`src/hw/rtl/mfs_ram.sv`:
```
module mfs_ram #(
  parameter int unsigned WIDTH = 8,
  parameter int unsigned DEPTH = 16
) (
  input  logic                     clk,
  input  logic                     we,
  input  logic [$clog2(DEPTH)-1:0] waddr,
  input  logic [WIDTH-1:0]         wdata,
  input  logic [$clog2(DEPTH)-1:0] raddr,
  output logic [WIDTH-1:0]         rdata
);

  logic [WIDTH-1:0] mem [DEPTH];

  always_ff @(posedge clk) begin
    if (we) begin
      mem[waddr] <= wdata;
    end
    rdata <= mem[raddr];
  end

endmodule

```
`config.mk`:
```
export PLATFORM = sky130hd
export DESIGN_NAME = mfs_ram
export DESIGN_NICKNAME = d
export VERILOG_FILES = /design/src/hw/rtl/mfs_ram.sv
export SDC_FILE = /design/constraint.sdc
export NUM_CORES = 1
export LEC_CHECK = 0
export BUFFER_PORTS_ARGS = -buffer_cell sky130_fd_sc_hd__buf_2
export CAP_MARGIN = 20
export CORE_AREA = 2 2 114 116
export DETAILED_ROUTE_END_ITERATION = 16
export DIE_AREA = 0 0 116 118
export PLACE_DENSITY = 0.67
export SLEW_MARGIN = 20
export SYNTH_ARGS = -nofsm -noshare
export SYNTH_HDL_FRONTEND = slang
export SYNTH_SLANG_ARGS = --single-unit
```
`constraint.sdc`:
```
create_clock -name clk -period 4.2 [get_ports clk]
set_input_delay 0 -clock clk [delete_from_list [all_inputs] [get_ports clk]]
set_output_delay 0 -clock clk [all_outputs]
set_load 0.05 [all_outputs]
```
==> metrics.md <==
| Metric | Value |
|---|---|
| Met1 usage | 21.04% |
| Drt initial violations | 313 |
| CTS tree | built |
| Cts bufs inserted | 17 |
| CP delay by family, top | multiplexers |
| Clk pwr share | 45.7% |
| Clock-pin slew on the worst setup and hold paths | 0.06 ns |
| GRT met2 Usage | 25.51% |
| Period utilization | 33.97% |
| Synth Register Bits | 136 |
| First-pass iteration count of the detailed router | 6 |
| Clock Tree Root | clkbuf_16 |
| HPWL Detailed | 6.098 mm |
| Grt peak-use layer | met2 |
| CORE AREA | 0.01241 mm² |
| Nets | 289 |
| Row count | 41 |
| Met3 usage | 3.811% |
| Design Power | 0.003123 W |
| Commonest non-fill, non-tap cells in the layout | edfxtp_1, buf_2, mux4_2 |
| Number of synthesis warnings | 0 |
| First-pass GRT wire length | 15.15 mm |
| Leakage | 2.010 nW |
| Die Width | 116 µm |
| ANT cells | 0 |
| Final worst clock skew | 0.009865 ns |
| PostCTS Resize Cnt | 0 |
| Buf+Inv Stages, Crit Path | 0 |
| H-tree depth | 4 |
| F_max | 0.7009 GHz |
| Max-cap violations | 0 |
| Area growth syn-to-layout | 18.04% |
| Worst-Margin Slew | 0.9884 ns |
| Setup TNS Final | 0 ns |
| CP arrival | 1.71 ns |
| Final WS setup | 2.773 ns |
| Area of the die | 0.01369 mm² |
| Vias in the first global route | 2476 |
| Net Sw Power | 0.0006690 W |
| GRT Resource Usage Total | 15.82% |
| CP Class | reg2reg |
| Most common cell after layout, fill and taps aside | edfxtp_1 |
| Worst slew margin | 33.86% |
| Pwr/cell area | 514.0 mW/mm² |
| Initial Util | 41.46% |
| Unique masters post-synth | 19 |
| Post-route DRC | 0 |
| Wirelength, routed | 10.00 mm |
| Post-synthesis sequential area ratio | 77.78% |
| Antenna-violating nets left | 0 |
| Post CTS Setup Buffer Count | 0 |
| # port buffers | 25 |
| Status | finished clean |
| Maximum fanout along the worst path | 1 |
| Internal power | 0.002454 W |
| Total gr overflow | 0 |
| Syn nets | 247 |
| Slowest-stage cell, CP | mux4_1 |
| Slew Limit Fails | 0 |
| Layout cell share with drive strength beyond 1 | 27.82% |
| Post-place setup slack | 2.140 ns |
| Clk_lat worst skew | 0.41 ns |
| CP required | 4.49 ns |
| Worst Hold Class | in2reg |
| Synthesized instance count | 229 |
| Initial antenna violation count | 0 |
| Hold Vio Cnt, Final | 0 |
| WL/cell | 21.94 µm |
| Worst Setup Start Kind | flip-flop |
| Worst IR Drop VDD | 311.6 µV |
| Clock sink total | 136 |
| Number of fill cells in the layout | 1029 |
| Critical Path Max Stage Delay | 0.52 ns |
| Final GP Congestion | 0.7592 |
| Worst path cell trace | mux4_1 -> a22oi_1 -> nand2_1 |
| Cell Area, Synth | 0.005147 mm² |
| Longest Clk Path Bufs | 2 |
| Mean post-synth cell area | 22.48 µm² |
| Vias per std cell | 5.228 |
| I/O Pins | 26 |
| Reg power frac | 48.9% |
| Die height | 118 µm |
| Worst Setup End Kind | flip-flop |
| Sw frac | 21.42% |
| RSZ-0062 raised after global routing | false |
| Logic pwr share | 5.4% |
| Largest net degree at the start of global routing | 33 |
| Final setup violation count | 0 |
| Tmin final | 1.427 ns |
| Vias | 2384 |
[through the flow]
stage / cells / hold WS (ns) / cell area (µm²) / utilization, %
after global placement: 417 / 0.3780 / 5419 / 43.65
after floorplan: 229 / 0.09887 / 5147 / -
after global routing: 456 / 0.01502 / 6076 / 48.94
after detailed placement: 417 / 0.4039 / 5424 / 43.69
after CTS: 456 / 0.001267 / 6073 / 48.92
final: 456 / 0.01550 / 6076 / 48.94
[state kept, by name (all words and copies together), names as in the netlist]
| name | flops |
|---|---|
| mem | 128 |
| rdata | 8 |
[path summary, 6_finish.rpt]
| check | from | endpoint | slack (ns) | cells past startpoint |
|---|---|---|---|---|
| min | wdata[3] | mem[4][3]$_DFFE_PP_ | 0.02 | 1 |
| max reg2reg | mem[0][3]$_DFFE_PP_ | rdata[3]$_DFF_P_ | 2.77 | 3 |
| max | mem[0][3]$_DFFE_PP_ | rdata[3]$_DFF_P_ | 2.77 | 3 |
| min reg2reg | mem[8][1]$_DFFE_PP_ | rdata[1]$_DFF_P_ | 0.67 | 3 |
[synthesized netlist by cell type]
library cell	n	area, µm²
edfxtp_1	128	3844
mux4_2	18	405.4
a22oi_1	16	120.1
mux4_1	14	367.9
nor2_1	13	48.80
nand2_1	9	33.78
dfxtp_1	8	160.2
nor3_1	4	20.02
buf_2	3	15.01
buf_6	3	33.78
clkdlybuf4s25_2	3	30.03
nand2b_1	2	12.51
nand3b_1	2	15.01
and2_1	1	6.260
and2b_1	1	7.510
buf_4	1	7.510
nand3_1	1	5.000
nor2b_1	1	6.260
or3b_2	1	8.760
[logic make-up (layout without fill, tap and decap cells)]
logic type | count (synthesis) | count (layout) | share of synthesized area, %
flops | 136 | 136 | 77.78
simple gates | 35 | 35 | 3.184
mux | 32 | 32 | 15.02
compound gates | 16 | 16 | 2.334
buf+inv | 10 | 65 | 1.677
[routing by layer]
layer / routed length [µm] / vias up / part of all wire [%]
met5: 0 / - / 0
met4: 103 / 0 / 1.0
met3: 502 / 13 / 5.0
met2: 5097 / 64 / 51
met1: 4300 / 1245 / 43
li1: - / 1062 / -
[power groups by stage]
stage / registers [W] / logic [W] / clock network, W
after floorplan: 0.00158 / 0.0000770 / 0
after CTS: 0.00153 / 0.000170 / 0.00145
final: 0.00153 / 0.000168 / 0.00143
after global placement: 0.00155 / 0.000160 / 0
after detailed placement: 0.00156 / 0.000164 / 0
after global routing: 0.00153 / 0.000181 / 0.00151
[cell type report]
cell class                 instances  area [µm²]  share of cell area (%)
tap                              172       215.2                   3.542
clock inverter                    14       150.1                   2.471
multi-input combinational         83        1072                   17.65
clock buffer                      18       429.2                   7.063
sequential                       136        4004                   65.90
timing repair buffer              33       205.2                   3.377
[timing repair]
item	CTS	global route
setup endpoints to repair	0	0
hold buffers	7	0
hold endpoints to repair	112	0
(Power assumes the default switching activity.)
